==> src/rtl/stpt_pkg.sv <==
`timescale 1ns / 1ps

package stpt_pkg;

  // position counter width; the position field shows its low 32 bits
  localparam int unsigned POS_W   = 32;
  // width used for signed position/target compares
  localparam int unsigned CMP_W   = (POS_W > 32) ? POS_W : 32;

  localparam int unsigned FIELD_W = 32;
  localparam int unsigned TICK_W  = 16;
  localparam int unsigned CFG_IDX_W = 3;
  localparam int unsigned CFG_DATA_W = 32;

  localparam logic [TICK_W-1:0] DEFAULT_TICKS = TICK_W'(25);
  localparam logic [TICK_W-1:0] DEFAULT_DEADBAND = TICK_W'(1);

  typedef enum logic [1:0] {
    ACT_TICK       = 2'd0,
    ACT_SET_TARGET = 2'd1,
    ACT_WATCH      = 2'd2,
    ACT_ZERO       = 2'd3
  } action_e;

  typedef enum logic [CFG_IDX_W-1:0] {
    CFG_ON_TICKS    = 3'd0,
    CFG_OFF_TICKS   = 3'd1,
    CFG_UPPER_LIMIT = 3'd2,
    CFG_LOWER_LIMIT = 3'd3,
    CFG_INVERT_DIR  = 3'd4,
    CFG_DEADBAND    = 3'd5
  } cfg_idx_e;

  typedef struct packed {
    logic [TICK_W-1:0]         on_ticks;
    logic [TICK_W-1:0]         off_ticks;
    logic signed [FIELD_W-1:0] upper_limit;
    logic signed [FIELD_W-1:0] lower_limit;
    logic                      invert_direction;
    logic [TICK_W-1:0]         deadband;
  } cfg_t;

  typedef struct packed {
    logic                      step_level;
    logic                      dir_level;
    logic signed [FIELD_W-1:0] position;
    logic signed [FIELD_W-1:0] goal;
  } result_t;

endpackage

==> src/rtl/stpt_if.sv <==
`timescale 1ns / 1ps

interface stpt_in_if;
  import stpt_pkg::*;

  logic                      valid;
  logic                      ready;
  logic [1:0]                action;
  logic signed [FIELD_W-1:0] target;

  modport source (output valid, output action, output target, input ready);
  modport sink (input valid, input action, input target, output ready);
endinterface

interface stpt_out_if;
  import stpt_pkg::*;

  logic                      valid;
  logic                      ready;
  logic                      step_level;
  logic                      dir_level;
  logic signed [FIELD_W-1:0] position;
  logic signed [FIELD_W-1:0] goal;

  modport source (output valid, output step_level, output dir_level, output position,
                  output goal, input ready);
  modport sink (input valid, input step_level, input dir_level, input position,
                input goal, output ready);
endinterface

==> src/rtl/stpt_cfg.sv <==
`timescale 1ns / 1ps

module stpt_cfg (
  input  logic                              clk_i,
  input  logic                              rst_ni,
  input  logic                              cfg_we_i,
  input  logic [stpt_pkg::CFG_IDX_W-1:0]    cfg_idx_i,
  input  logic [stpt_pkg::CFG_DATA_W-1:0]   cfg_wdata_i,
  output stpt_pkg::cfg_t                    cfg_o
);
  import stpt_pkg::*;

  cfg_t cfg_q;

  always_ff @(posedge clk_i or negedge rst_ni) begin
    if (!rst_ni) begin
      cfg_q.on_ticks         <= DEFAULT_TICKS;
      cfg_q.off_ticks        <= DEFAULT_TICKS;
      cfg_q.upper_limit      <= '0;
      cfg_q.lower_limit      <= '0;
      cfg_q.invert_direction <= 1'b0;
      cfg_q.deadband         <= DEFAULT_DEADBAND;
    end else if (cfg_we_i) begin
      case (cfg_idx_e'(cfg_idx_i))
        CFG_ON_TICKS:    cfg_q.on_ticks         <= cfg_wdata_i[TICK_W-1:0];
        CFG_OFF_TICKS:   cfg_q.off_ticks        <= cfg_wdata_i[TICK_W-1:0];
        CFG_UPPER_LIMIT: cfg_q.upper_limit      <= cfg_wdata_i[FIELD_W-1:0];
        CFG_LOWER_LIMIT: cfg_q.lower_limit      <= cfg_wdata_i[FIELD_W-1:0];
        CFG_INVERT_DIR:  cfg_q.invert_direction <= cfg_wdata_i[0];
        CFG_DEADBAND:    cfg_q.deadband         <= cfg_wdata_i[TICK_W-1:0];
        default: begin
        end
      endcase
    end
  end

  assign cfg_o = cfg_q;

endmodule

==> src/rtl/stpt_engine.sv <==
`timescale 1ns / 1ps

module stpt_engine (
  input  logic                                clk_i,
  input  logic                                rst_ni,
  input  logic                                adv_i,
  input  stpt_pkg::action_e                   act_i,
  input  logic signed [stpt_pkg::FIELD_W-1:0] tgt_i,
  input  stpt_pkg::cfg_t                      cfg_i,
  output stpt_pkg::result_t                   res_o
);
  import stpt_pkg::*;

  logic signed [POS_W-1:0]   pos_q, pos_d;
  logic signed [FIELD_W-1:0] goal_q, goal_d;
  logic [TICK_W-1:0]         timer_q, timer_d;
  logic                      pulse_q, pulse_d;
  logic                      fwd_q, fwd_d;
  logic                      dir_q, dir_d;

  logic signed [CMP_W-1:0]   pos_x, goal_x, new_goal_x, upper_x, lower_x;
  logic signed [CMP_W:0]     diff;
  logic [CMP_W:0]            gap_mag;
  logic                      near;
  logic                      above, below;
  logic                      retgt;
  logic signed [FIELD_W-1:0] new_goal;
  logic                      pos_lt_new;

  assign pos_x   = CMP_W'(pos_q);
  assign goal_x  = CMP_W'(goal_q);
  assign upper_x = CMP_W'(cfg_i.upper_limit);
  assign lower_x = CMP_W'(cfg_i.lower_limit);

  // distance to target, compared against the deadband
  assign diff    = (CMP_W + 1)'(pos_x) - (CMP_W + 1)'(goal_x);
  assign gap_mag = diff[CMP_W] ? (CMP_W + 1)'(-diff) : (CMP_W + 1)'(diff);
  assign near    = gap_mag < (CMP_W + 1)'(cfg_i.deadband);

  assign above = upper_x < pos_x;
  assign below = pos_x < lower_x;

  // target selection; below the window wins over above it
  always_comb begin
    retgt    = 1'b0;
    new_goal = goal_q;
    case (act_i)
      ACT_SET_TARGET: begin
        retgt    = 1'b1;
        new_goal = tgt_i;
      end
      ACT_WATCH: begin
        if (below) begin
          retgt    = 1'b1;
          new_goal = cfg_i.upper_limit + FIELD_W'(1);
        end else if (above) begin
          retgt    = 1'b1;
          new_goal = cfg_i.lower_limit - FIELD_W'(1);
        end
      end
      default: begin
      end
    endcase
  end

  assign new_goal_x = CMP_W'(new_goal);
  assign pos_lt_new = pos_x < new_goal_x;

  always_comb begin
    pos_d   = pos_q;
    goal_d  = goal_q;
    timer_d = timer_q;
    pulse_d = pulse_q;
    fwd_d   = fwd_q;
    dir_d   = dir_q;
    case (act_i)
      ACT_TICK: begin
        if (pulse_q && (timer_q > cfg_i.on_ticks)) begin
          pulse_d = 1'b0;
          timer_d = '0;
        end else if (timer_q > cfg_i.off_ticks) begin
          if (!near) begin
            pos_d   = fwd_q ? pos_q + POS_W'(1) : pos_q - POS_W'(1);
            pulse_d = 1'b1;
          end
          timer_d = '0;
        end else if (timer_q != '1) begin
          timer_d = timer_q + TICK_W'(1);
        end
      end
      ACT_ZERO: begin
        pos_d  = '0;
        goal_d = '0;
      end
      default: begin
      end
    endcase
    if (retgt) begin
      goal_d = new_goal;
      fwd_d  = pos_lt_new;
      dir_d  = cfg_i.invert_direction ^ !pos_lt_new;
    end
  end

  always_ff @(posedge clk_i or negedge rst_ni) begin
    if (!rst_ni) begin
      pos_q   <= '0;
      goal_q  <= '0;
      timer_q <= '0;
      pulse_q <= 1'b0;
      fwd_q   <= 1'b1;
      dir_q   <= 1'b0;
    end else if (adv_i) begin
      pos_q   <= pos_d;
      goal_q  <= goal_d;
      timer_q <= timer_d;
      pulse_q <= pulse_d;
      fwd_q   <= fwd_d;
      dir_q   <= dir_d;
    end
  end

  // state registers double as the result register
  assign res_o.step_level = pulse_q;
  assign res_o.dir_level  = dir_q;
  assign res_o.position   = pos_x[FIELD_W-1:0];
  assign res_o.goal       = goal_q;

`ifndef SYNTHESIS
  a_hold_idle: assert property (@(posedge clk_i) disable iff (!rst_ni)
    !adv_i |=> $stable(pos_q) && $stable(goal_q) && $stable(timer_q))
    else $error("engine state changed without a transaction");

  a_zero: assert property (@(posedge clk_i) disable iff (!rst_ni)
    adv_i && (act_i == ACT_ZERO) |=> (pos_q == '0) && (goal_q == '0))
    else $error("zero action left position or target set");

  a_single_step: assert property (@(posedge clk_i) disable iff (!rst_ni)
    adv_i && (act_i == ACT_TICK) |=> (pos_q == $past(pos_q)) ||
      (pos_q == $past(pos_q) + POS_W'(1)) || (pos_q == $past(pos_q) - POS_W'(1)))
    else $error("tick moved position by more than one step");

  a_rise_steps: assert property (@(posedge clk_i) disable iff (!rst_ni)
    $rose(pulse_q) |-> pos_q != $past(pos_q))
    else $error("step line rose without a position change");
`endif

endmodule

==> src/rtl/stepper_pulse_position_tracker_core.sv <==
`timescale 1ns / 1ps

// step/direction pulse generator with a signed position count
//
// in_i carries one action per transaction (tick, set target, watch bounds,
// zero) plus a target value used by set target. out_o returns exactly one
// result per input transaction: step line, direction line, position and goal
// as they stand after that action.
// configuration is written through cfg_we_i / cfg_idx_i / cfg_wdata_i, one
// register per clock; the user must write it only while no transaction is
// in flight, and the block itself does not enforce this.
// an accepted item waits in the input register and updates the state when
// it advances, at the same edge at which its result turns valid on out_o.
// throughput is one item per clock while out_o.ready stays high: the input
// register keeps accepting while the previous result is being taken.
// if the receiver holds out_o.ready low, the result holds, one more item
// waits in the input register, then in_i.ready drops until out_o drains.
// reset sets the on and off tick registers to 25, deadband to 1, clears the
// position, target and pulse, and empties both registers.
module stepper_pulse_position_tracker_core (
  input  logic                            clk_i,
  input  logic                            rst_ni,
  input  logic                            cfg_we_i,
  input  logic [stpt_pkg::CFG_IDX_W-1:0]  cfg_idx_i,
  input  logic [stpt_pkg::CFG_DATA_W-1:0] cfg_wdata_i,
  stpt_in_if.sink                         in_i,
  stpt_out_if.source                      out_o
);
  import stpt_pkg::*;

  cfg_t                      cfg;
  result_t                   res;
  logic                      in_vld_q;
  logic [1:0]                act_q;
  logic signed [FIELD_W-1:0] tgt_q;
  logic                      out_vld_q;
  logic                      adv;

  assign adv        = in_vld_q && (!out_vld_q || out_o.ready);
  assign in_i.ready = !in_vld_q || adv;

  always_ff @(posedge clk_i or negedge rst_ni) begin
    if (!rst_ni) begin
      in_vld_q  <= 1'b0;
      out_vld_q <= 1'b0;
    end else begin
      if (in_i.ready) begin
        in_vld_q <= in_i.valid;
      end
      if (adv) begin
        out_vld_q <= 1'b1;
      end else if (out_o.ready) begin
        out_vld_q <= 1'b0;
      end
    end
  end

  always_ff @(posedge clk_i) begin
    if (in_i.valid && in_i.ready) begin
      act_q <= in_i.action;
      tgt_q <= in_i.target;
    end
  end

  stpt_cfg u_cfg (
    .clk_i       (clk_i),
    .rst_ni      (rst_ni),
    .cfg_we_i    (cfg_we_i),
    .cfg_idx_i   (cfg_idx_i),
    .cfg_wdata_i (cfg_wdata_i),
    .cfg_o       (cfg)
  );

  stpt_engine u_engine (
    .clk_i  (clk_i),
    .rst_ni (rst_ni),
    .adv_i  (adv),
    .act_i  (action_e'(act_q)),
    .tgt_i  (tgt_q),
    .cfg_i  (cfg),
    .res_o  (res)
  );

  assign out_o.valid      = out_vld_q;
  assign out_o.step_level = res.step_level;
  assign out_o.dir_level  = res.dir_level;
  assign out_o.position   = res.position;
  assign out_o.goal       = res.goal;

endmodule
==> src/flat_wrapper.sv <==
// flat-port wrapper written by rule: the top's interface ports become plain ports
module stepper_pulse_position_tracker_core_flat import stpt_pkg::*;
  (clk_i, rst_ni, cfg_we_i, cfg_idx_i, cfg_wdata_i, in_i_valid, in_i_action, in_i_target, in_i_ready, out_o_valid, out_o_step_level, out_o_dir_level, out_o_position, out_o_goal, out_o_ready);
  stpt_in_if in_i_i ();
  stpt_out_if out_o_i ();
  input  logic clk_i;
  input  logic rst_ni;
  input  logic cfg_we_i;
  input  logic [stpt_pkg::CFG_IDX_W-1:0] cfg_idx_i;
  input  logic [stpt_pkg::CFG_DATA_W-1:0] cfg_wdata_i;
  input wire logic [$bits(in_i_i.valid)-1:0] in_i_valid;
  input wire logic [$bits(in_i_i.action)-1:0] in_i_action;
  input wire logic [$bits(in_i_i.target)-1:0] in_i_target;
  output wire logic [$bits(in_i_i.ready)-1:0] in_i_ready;
  output wire logic [$bits(out_o_i.valid)-1:0] out_o_valid;
  output wire logic [$bits(out_o_i.step_level)-1:0] out_o_step_level;
  output wire logic [$bits(out_o_i.dir_level)-1:0] out_o_dir_level;
  output wire logic [$bits(out_o_i.position)-1:0] out_o_position;
  output wire logic [$bits(out_o_i.goal)-1:0] out_o_goal;
  input wire logic [$bits(out_o_i.ready)-1:0] out_o_ready;
  assign in_i_i.valid = in_i_valid;
  assign in_i_i.action = in_i_action;
  assign in_i_i.target = in_i_target;
  assign in_i_ready = in_i_i.ready;
  assign out_o_valid = out_o_i.valid;
  assign out_o_step_level = out_o_i.step_level;
  assign out_o_dir_level = out_o_i.dir_level;
  assign out_o_position = out_o_i.position;
  assign out_o_goal = out_o_i.goal;
  assign out_o_i.ready = out_o_ready;
  stepper_pulse_position_tracker_core u_core (.clk_i(clk_i), .rst_ni(rst_ni), .cfg_we_i(cfg_we_i), .cfg_idx_i(cfg_idx_i), .cfg_wdata_i(cfg_wdata_i), .in_i(in_i_i), .out_o(out_o_i));
endmodule
==> config.mk <==
export PLATFORM = sky130hd
export DESIGN_NAME = stepper_pulse_position_tracker_core_flat
export DESIGN_NICKNAME = d
export VERILOG_FILES = /design/src/rtl/stpt_pkg.sv /design/src/rtl/stpt_if.sv /design/src/rtl/stpt_cfg.sv /design/src/rtl/stpt_engine.sv /design/src/rtl/stepper_pulse_position_tracker_core.sv /design/src/flat_wrapper.sv
export SDC_FILE = /design/constraint.sdc
export NUM_CORES = 1
export LEC_CHECK = 0
export BUFFER_PORTS_ARGS = -buffer_cell sky130_fd_sc_hd__buf_2
export CAP_MARGIN = 10
export CORE_MARGIN = 2
export CORE_UTILIZATION = 40
export DETAILED_ROUTE_END_ITERATION = 7
export PLACE_DENSITY_LB_ADDON = 0.25
export SLEW_MARGIN = 20
export SYNTH_ARGS = -nofsm -noshare
export SYNTH_HDL_FRONTEND = slang
export SYNTH_SLANG_ARGS = --single-unit
export TNS_END_PERCENT = 100
==> constraint.sdc <==
create_clock -name clk_i -period 9.42 [get_ports clk_i]
set_clock_uncertainty 0.1 [all_clocks]
set_input_delay 1.884 -clock clk_i [delete_from_list [all_inputs] [get_ports clk_i]]
set_output_delay 1.884 -clock clk_i [all_outputs]
set_load 0.02 [all_outputs]
==> run metrics, run 1 <==
setup ws final 2150 ps; slowest cell on the critical path nor2_1; maxcap violations 0; Leak 9.70 nW; clock root buffer clkbuf_16; delay-heaviest family, CP compound AO/OA/AOI/OAI gates; Avg Cell Area, Syn around 9 sq um; max incr delay on CP 830 ps; # rows 79; Area growth syn-to-layout 12.7%; HP Class reg2reg; Async SR Flop Fraction 0.853; number of fill cells 4,569; Crit Path Class reg2reg; RSZ-0062 raised after global routing no; Seq cells post-synth between 200 and 250; Post-CTS Resized 0; vias per cell 5.81; post-CTS setup buffer count 0; layout cells sized above 1 0.164; # nets final 2,507; via count 16,600; antenna diode count 0; Worst Setup SP u_core.u_engine.goal_q[9]$_DFFE_PN0P_; final period demand of the worst path between 7000 and 8000 ps; drt first pass iters 5; Req. time, crit path 9770 ps; CTS tree yes; first-pass GRT wire length 93,900 um; setup TNS 0 ps; Port Buffers 141; Hold Path Origin u_core.in_vld_q$_DFFE_PN0N_; Mapped Nets 2,387; final setup violation count 0; core area between 40,000 and 50,000 sq um; width of the die 221 um; Worst Path Buf+Inv 1; clk sinks 232; fmax 137 MHz; most numerous cell in the Yosys netlist ha_1; Mapped Cells 2,101; final worst-path cycle share 0.772; Overflow after GRT 0; Routed WL just over 60,000 um; initial antenna violation count 6; FF-to-FF End u_core.u_engine.pos_q[16]$_DFFE_PN0P_; CTS max path bufs 3; Slew Limit Headroom 0.274; CP Max Fanout 31; Ports 142; Area contributors post-synth dfrtp_1 (25%), ha_1 (14%), edfxtp_1 (5.4%); number of global-route vias before repair between 15,000 and 20,000; Yosys warning count 0; power density over cell area 416 nW/um^2; detailed router's first-iteration violation count 1,203; DIE HEIGHT 221 um; CP Capture Point u_core.u_engine.pos_q[16]$_DFFE_PN0P_; top post-synthesis cells by count ha_1 (210), nand2_1 (197), dfrtp_1 (190); synthesized area 18,800 sq um; CP endpoint kind flop; Levels on crit path 22; RePlAce Congestion 0.916; CTS Hold Bufs 0; pre-CTS WS about 1900 ps; final hold violation count 0; R2R depth 22; Clock Latency Late Sink 580 ps; Distinct cells, synth 93; leading area contributor after synthesis dfrtp_1; FF-to-FF setup slack around 2100 ps; htree depth 1; Critical R2R Launch u_core.u_engine.goal_q[9]$_DFFE_PN0P_; DR DRC count 0; status finished clean; Post-synth top flop dfrtp_1; Critical Path, Cell by Cell inv_1, ha_1, a211oi_1, o21bai_1, a31oi_1, o21ai_1, a21oi_1, nor2_1, nor2_1, o21ai_0, xnor2_1, ha_1, or3_1, a211oi_1, a21o_1, a21boi_0, a2111o_1, a2111oi_0, o2111ai_1, o31a_1, a21o_4, mux2_1; Total GRT Usage 0.252; max-slew violations 0; Initial Util 0.404; total CTS buffers 28; clock transition at the registers of the reported paths 60 ps; Post-synth EDFFs 34; wire length per cell 21.6 um; Die Area 48,700 sq um; Least-Margin Pin Slew 1080 ps; share of the synthesized area in the top cell type 0.253; largest net degree at the start of global routing 73; final hold slack 400 ps; maximum vdd drop roughly 0.15 mV; Setup crit start kind flop; register area share after synthesis 0.319; crit path DAT about 7600 ps; Final ANT Viol Nets 0; post-DP HPWL slightly below 50,000 um
==> flip-flops by register name (all words and copies together), names as in the netlist <==
| signal | flops |
|---|---|
| u_core.in_vld_q | 1 |
| u_core.u_engine.pulse_q | 1 |
| u_core.u_engine.dir_q | 1 |
| u_core.u_engine.pos_q | 32 |
| u_core.out_o.valid | 1 |
| u_core.tgt_q | 32 |
| u_core.u_cfg.cfg_o | 113 |
| u_core.u_engine.fwd_q | 1 |
| u_core.u_engine.goal_q | 32 |
| u_core.act_q | 2 |
| u_core.u_engine.timer_q | 16 |
==> placed cells by master, fill, tap and decap left out, types with 10 or more instances in the layout <==
| cell type | count |
|---|---|
| a22o_1 | 25 |
| clkbuf_16 | 30 |
| nor2b_1 | 18 |
| dfrtp_1 | 190 |
| a211oi_1 | 14 |
| a21oi_1 | 106 |
| nor2_1 | 133 |
| o211ai_1 | 28 |
| or2_2 | 10 |
| nand3_1 | 48 |
| mux2_4 | 27 |
| xnor2_1 | 76 |
| o21a_1 | 16 |
| a31oi_1 | 17 |
| ha_1 | 208 |
| inv_1 | 179 |
| o21ai_0 | 161 |
| or3_1 | 13 |
| a21o_1 | 68 |
| and3_1 | 17 |
| nor4_1 | 14 |
| nand4_1 | 47 |
| o21bai_1 | 16 |
| edfxtp_1 | 34 |
| nor3_1 | 35 |
| mux2_2 | 84 |
| clkbuf_8 | 10 |
| buf_2 | 140 |
| xor2_1 | 53 |
| buf_4 | 18 |
| nand2_1 | 197 |
| nand2b_1 | 24 |
==> final cells by class <==
type | count | area, sq um | area share
inverter | 180 | 676 | 0.0320
clock buffer | 41 | 882 | 0.0417
multi-input combinational | 1620 | 11900 | 0.562
tap | 607 | 759 | 0.0359
timing repair buffer | 159 | 850 | 0.0402
sequential | 232 | 5990 | 0.283
clock inverter | 11 | 103 | 0.00485
==> how the worst min path moves through the flow <==
stage                     cells past startpoint                            endpoint  slack [ps]
after global placement                        1      u_core.out_o.valid$_DFFE_PN0P_         370
after detailed placement                      1      u_core.out_o.valid$_DFFE_PN0P_         380
final                                         1      u_core.out_o.valid$_DFFE_PN0P_         400
after global routing                          1  u_core.u_cfg.cfg_o[28]$_DFFE_PN0P_         420
after CTS                                     1      u_core.out_o.valid$_DFFE_PN0P_         400
after floorplan                               1      u_core.out_o.valid$_DFFE_PN0P_         350
==> report_power, final <==
part           total [mW]  internal (mW)  switching, mW
registers            1.70           1.26          0.443
logic                5.95           2.40           3.55
clock network        1.14          0.677          0.460
total                8.79           4.34           4.45
==> logic make-up (layout without fill, tap and decap cells) <==
| group | count (synthesis) | count (layout) | synth area share |
|---|---|---|---|
| xor gates and xnor gates | 129 | 129 | 0.0602 |
| and+or+nand+nor | 605 | 605 | 0.158 |
| muxes | 120 | 120 | 0.0769 |
| DFF | 232 | 232 | 0.319 |
| buffers and inverters | 249 | 391 | 0.0511 |
| adders and majority gates | 212 | 212 | 0.142 |
| AOI/OAI and AO/OA | 554 | 554 | 0.193 |
==> worst register-to-register path: cells and delay by family, from the launching register on <==
| kind | cells | cell delay [ps] |
|---|---|---|
| AOI/OAI and AO/OA | 14 | 3880 |
| xor gates and xnor gates | 1 | 200 |
| adders and majority gates | 2 | 620 |
| buffers and inverters | 1 | 160 |
| DFF | 1 | 470 |
| muxes | 1 | 410 |
| and+or+nand+nor | 3 | 1310 |
==> routing by layer <==
layer  part of all wire  GRT usage
met1               0.45      0.345
met2               0.46      0.415
met3              0.050     0.0217
met4              0.034     0.0913
met5                  0          0
==> metrics by stage <==
step | util | cell area [sq um] | cells | power (mW)
final | 0.455 | 21100 | 2850 | 8.79
after global routing | 0.455 | 21100 | 2850 | 9.53
after CTS | 0.455 | 21100 | 2850 | 8.77
after detailed placement | 0.434 | 20100 | 2798 | 7.59
after global placement | 0.434 | 20100 | 2798 | 7.53
after floorplan | - | 18800 | 2101 | 5.95
Power figures use the tool's default switching activity.
==> inputs of run 2 (changes only) <==
==> constraint.sdc (replaced) <==
create_clock -name clk_i -period 6.6 [get_ports clk_i]
set_clock_uncertainty 0.1 [all_clocks]
set_input_delay 1.32 -clock clk_i [delete_from_list [all_inputs] [get_ports clk_i]]
set_output_delay 1.32 -clock clk_i [all_outputs]
set_load 0.02 [all_outputs]
==> run 2 against run 1 <==
Routed wire length is 4.4% higher. Worst hold slack worse by 8.6 ps. Cell count up 1.6%. Global-route usage is 0.98 points higher. First-iteration DRC count shrank 0.75%. Count of clock-buffer cells in the layout is 7 lower. Setup slack worse by 1800 ps. Highest routed layer unchanged.
==> run metrics, run 2 (same netlist as run 1, synthesis figures left out) <==
final worst-path cycle share 0.949 (+0.176); Area growth syn-to-layout 14.3%; Clock Latency Late Sink 570 ps (about the same); Crit Path Class reg2reg; RSZ-0062 raised after global routing no; total CTS buffers 27 (-3.6%); final period demand of the worst path 6260 ps (-1010 ps); Leak 9.91 nW (+2.2%); Non-Filler Instances 2,895 (+1.6%); Initial Util 0.404 (unchanged); setup TNS 0 ps (unchanged); CTS max path bufs 3 (unchanged); # nets final 2,553 (+1.8%); crit path DAT 6630 ps (-990 ps); placed cells 2,845 (+1.7%); Total GRT Usage 0.261 (+0.00983); fmax 160 MHz (+16%); clock transition at the registers of the reported paths 60 ps (about the same); maxcap violations 0 (unchanged); Setup crit start kind flop; max FFs per register 113 (unchanged); antenna diode count 0 (unchanged); pre-CTS WS 175 ps (-1750 ps); Least-Margin Pin Slew 1090 ps (+1.80 ps); DIE HEIGHT 221 um (unchanged); CTS tree yes; commonest non-fill, non-tap cell in the layout ha_1; HP Class reg2reg; CP Max Fanout 4 (-87%); Post-CTS Resized 0 (unchanged); Routed WL 64,400 um (+4.4%); CP endpoint kind flop; htree depth 1 (unchanged); number of global-route vias before repair 16,200 (-0.84%); final setup violation count 0 (unchanged); final hold slack 391 ps (-8.58 ps); vias per cell 5.76 (-0.84%); max-slew violations 0 (unchanged); Req. time, crit path 6970 ps (-2800 ps); detailed router's first-iteration violation count 1,194 (-0.75%); drt first pass iters 5 (unchanged); post-DP HPWL 51,300 um (+6.6%); wire length per cell 22.2 um (+2.8%); Slew Limit Headroom 0.276 (+0.00147); power density over cell area 604 nW/um^2 (+45%); RePlAce Congestion 0.950 (+3.7%); clock root buffer clkbuf_16; DP Area 20,500 sq um (+1.8%); layout cells sized above 1 0.178 (+0.0147); fin area 21,400 sq um (+1.4%); DR DRC count 0 (unchanged); setup ws final 340 ps (-1810 ps); width of the die 221 um (unchanged); Post-Route Utilization 0.461 (+0.00646); CTS Hold Bufs 0 (unchanged); Final ANT Viol Nets 0 (unchanged); first-pass GRT wire length 96,800 um (+3.0%); final hold violation count 0 (unchanged); Overflow after GRT 0 (unchanged); maximum vdd drop 0.282 mV (+87%); Pwr Total 12.9 mW (+47%); initial antenna violation count 0 (-6); post-CTS setup buffer count 0 (unchanged); # rows 79 (unchanged); commonest cells after routing, fill and taps aside ha_1 (209), nand2_1 (197), dfrtp_1 (190); Port Buffers 141 (unchanged); Ports 142 (unchanged); largest net degree at the start of global routing 102 (+40%); core area 46,500 sq um (unchanged); Die Area 48,700 sq um (unchanged); status finished clean; via count 16,700 (+0.73%); clk sinks 232 (unchanged)
==> run 2: worst max-delay path: stages (launching register included) <==
cell and delay [ps]:
dfrtp_1 410, nor4_1 530, and3_1 290, nand2_1 160, or3_1 430, nand2b_1 200
or4_1 500, nor4_1 410, nand4_1 170, xnor2_1 180, o211ai_1 180, a22o_1 280
nand2_1 50, o21ai_0 120, ha_1 320, nand4_1 160, or4_1 640, nor3_1 230
o211ai_1 190, nand2_1 190, xnor2_1 80, and2_1 170, o21ai_0 160
==> run 2: worst paths after layout <==
kind / start / to / slack (ps) / depth (start not counted)
setup / recovery: u_core.u_cfg.cfg_o[21]$_DFFE_PN0P_ / u_core.u_engine.dir_q$_DFFE_PN0P_ / 340 / 22
hold / removal: u_core.in_vld_q$_DFFE_PN0N_ / u_core.out_o.valid$_DFFE_PN0P_ / 390 / 1
setup reg to reg: u_core.u_cfg.cfg_o[21]$_DFFE_PN0P_ / u_core.u_engine.dir_q$_DFFE_PN0P_ / 340 / 22
hold reg to reg: u_core.in_vld_q$_DFFE_PN0N_ / u_core.out_o.valid$_DFFE_PN0P_ / 390 / 1
max in group asynchronous: rst_ni / u_core.u_engine.pos_q[13]$_DFFE_PN0P_ / 4390 / 2
min in group asynchronous: rst_ni / u_core.u_engine.timer_q[2]$_DFFE_PN0P_ / 730 / 1
==> run 2: per-layer routing <==
| layer | global-route usage | routed length, um | vias to the layer above |
|---|---|---|---|
| met5 | 0 | 0 | - |
| met2 | 0.426 | 29700 | 530 |
| met4 | 0.0662 | 1540 | 0 |
| li1 | - | - | 7912 |
| met1 | 0.365 | 29000 | 8169 |
| met3 | 0.0373 | 4160 | 78 |
==> run 2: final cells by class <==
type | count | area [sq um]
Fill cell | 4487 | 25000
Multi-Input combinational cell | 1620 | 11900
Sequential cell | 232 | 5990
Timing Repair Buffer | 206 | 1210
Tap cell | 607 | 759
Clock buffer | 34 | 732
Inverter | 180 | 676
Clock inverter | 16 | 184
==> run 2: where the power goes <==
group	switching, mW	total (mW)	internal [mW]
registers	0.439	2.24	1.80
logic	5.46	9.12	3.67
clock network	0.642	1.58	0.939
==> inputs of run 3 (changes only) <==
--- a/config.mk
+++ b/config.mk
@@ -11,6 +11,7 @@
 export CORE_UTILIZATION = 40
 export DETAILED_ROUTE_END_ITERATION = 7
 export PLACE_DENSITY_LB_ADDON = 0.25
+export REMOVE_ABC_BUFFERS = 1
 export SLEW_MARGIN = 20
 export SYNTH_ARGS = -nofsm -noshare
 export SYNTH_HDL_FRONTEND = slang
==> run 3 against run 2 <==
Clock power fell by 4%. Combinational power fell by 0.5%. Utilization fell by 0.13 points. Sequential power barely moved. Count of clock-buffer cells in the layout rose by 5.
==> run metrics, run 3 (same netlist as run 1, synthesis figures left out) <==
fmax 157 MHz (-1.5%); CP endpoint kind flop; initial antenna violation count 0 (unchanged); Final ANT Viol Nets 0 (unchanged); number of fill cells 4,524 (+0.82%); max incr delay on CP 480 ps (-160 ps); clk sinks 232 (unchanged); delay-heaviest family, CP compound AO/OA/AOI/OAI gates; CP Max Fanout 24 (+20); largest net degree at the start of global routing 88 (-14%); htree depth 1 (unchanged); drt first pass iters 7 (+2); Initial Util 0.404 (unchanged); post-DP HPWL 48,100 um (-6.3%); fin area 21,400 sq um (-0.28%); core area 46,500 sq um (unchanged); Crit Path Class reg2reg; Leak 9.85 nW (-0.66%); layout cells sized above 1 0.175 (-0.00340); maximum vdd drop 0.264 mV (-6.7%); commonest cells after routing, fill and taps aside ha_1 (209), nand2_1 (197), dfrtp_1 (190); Routed WL 61,900 um (-3.9%); Slew Limit Headroom 0.266 (-0.00987); status finished clean; Worst Path Buf+Inv 2 (+2); first-pass GRT wire length 94,600 um (-2.2%); clock root buffer clkbuf_16; CTS Hold Bufs 0 (unchanged); Clock Latency Late Sink 580 ps (about the same); slowest cell on the critical path dfrtp_1; wire length per cell 21.4 um (-3.6%); power density over cell area 601 nW/um^2 (-0.52%); clock transition at the registers of the reported paths 70 ps (about the same); detailed router's first-iteration violation count 1,552 (+30%); Req. time, crit path 6940 ps (-30 ps); Die Area 48,700 sq um (unchanged); Area growth syn-to-layout 13.9%; vias per cell 5.83 (+1.1%); Ports 142 (unchanged); # rows 79 (unchanged); number of global-route vias before repair 16,200 (+0.30%); width of the die 221 um (unchanged); Least-Margin Pin Slew 1100 ps (+12.4 ps); Setup crit start kind flop; RePlAce Congestion 0.962 (+1.3%); commonest non-fill, non-tap cell in the layout ha_1; total CTS buffers 28 (+3.7%); DIE HEIGHT 221 um (unchanged); final hold violation count 0 (unchanged); crit path DAT 6700 ps (+70 ps); via count 16,800 (+0.87%); Overflow after GRT 0 (unchanged); final period demand of the worst path 6360 ps (+96.7 ps); DR DRC count 0 (unchanged); CTS max path bufs 3 (unchanged); maxcap violations 0 (unchanged); final setup violation count 0 (unchanged); max-slew violations 0 (unchanged); setup TNS 0 ps (unchanged); final worst-path cycle share 0.963 (+0.0146); # nets final 2,545 (-0.31%); DP Area 20,400 sq um (-0.29%); Port Buffers 141 (unchanged); CTS tree yes; Total GRT Usage 0.252 (-0.00916); antenna diode count 0 (unchanged); HP Class reg2reg; max FFs per register 113 (unchanged)
run 3: cell count changes in the layout (fill, tap and decap cells not counted), moves of 2 or more:
cell / before / now
clkinv_2: 8 / 4
clkbuf_8: 4 / 1
buf_4: 64 / 54
clkbuf_1: 4 / 11
bufinv_16: 4 / 2
run 3: power by group:
part	total, mW	internal [mW]	switching (mW)
combinational	9.07	3.60	5.47
clock	1.52	0.867	0.657
sequential	2.24	1.80	0.441
total	12.8	6.27	6.57
run 3: per-stage QoR:
stage / cells / power, mW / setup slack (ps) / util / hold slack (ps)
after floorplan: 2032 / 8.43 / -244 / - / 350
after global placement: 2836 / 10.9 / 3.20 / 0.440 / 364
after detailed placement: 2836 / 11.1 / 34.9 / 0.440 / 389
after CTS: 2888 / 12.7 / 11.3 / 0.459 / 399
after global routing: 2888 / 13.9 / -74.7 / 0.460 / 433
final: 2888 / 12.8 / 243 / 0.460 / 393
run 3: worst paths after layout:
path	from	to	slack, ps	cells past startpoint
min in group asynchronous	rst_ni	u_core.u_cfg.cfg_o[98]$_DFFE_PN0P_	680	1
max in group asynchronous	rst_ni	u_core.u_engine.pos_q[16]$_DFFE_PN0P_	4300	2
worst max-delay path	u_core.u_engine.goal_q[0]$_DFFE_PN0P_	u_core.u_engine.pos_q[16]$_DFFE_PN0P_	240	25
worst min-delay path	u_core.in_vld_q$_DFFE_PN0N_	u_core.out_o.valid$_DFFE_PN0P_	390	1
worst min register to register	u_core.in_vld_q$_DFFE_PN0N_	u_core.out_o.valid$_DFFE_PN0P_	390	1
worst max register to register	u_core.u_engine.goal_q[0]$_DFFE_PN0P_	u_core.u_engine.pos_q[16]$_DFFE_PN0P_	240	25
run 3: repair_timing:
item	CTS	global route
setup buffers	0	0
endpoints found under the setup margin	0	34
resized for setup	0	11
run 3: layout make-up:
cell class | instances | area (sq um) | area share
multi-input combinational | 1620 | 11900 | 0.558
clock inverter | 13 | 138 | 0.00644
tap | 607 | 759 | 0.0355
timing repair buffer | 197 | 1150 | 0.0538
inverter | 180 | 676 | 0.0316
sequential | 232 | 5990 | 0.280
clock buffer | 39 | 742 | 0.0347
run 3: layer usage:
| metal | track usage | wire length [um] | vias to the layer above |
|---|---|---|---|
| met3 | 0.0330 | 4240 | 107 |
| met4 | 0.0842 | 2060 | 0 |
| met2 | 0.389 | 27300 | 599 |
| li1 | - | - | 7895 |
| met5 | 0 | 0 | - |
| met1 | 0.364 | 28200 | 8233 |
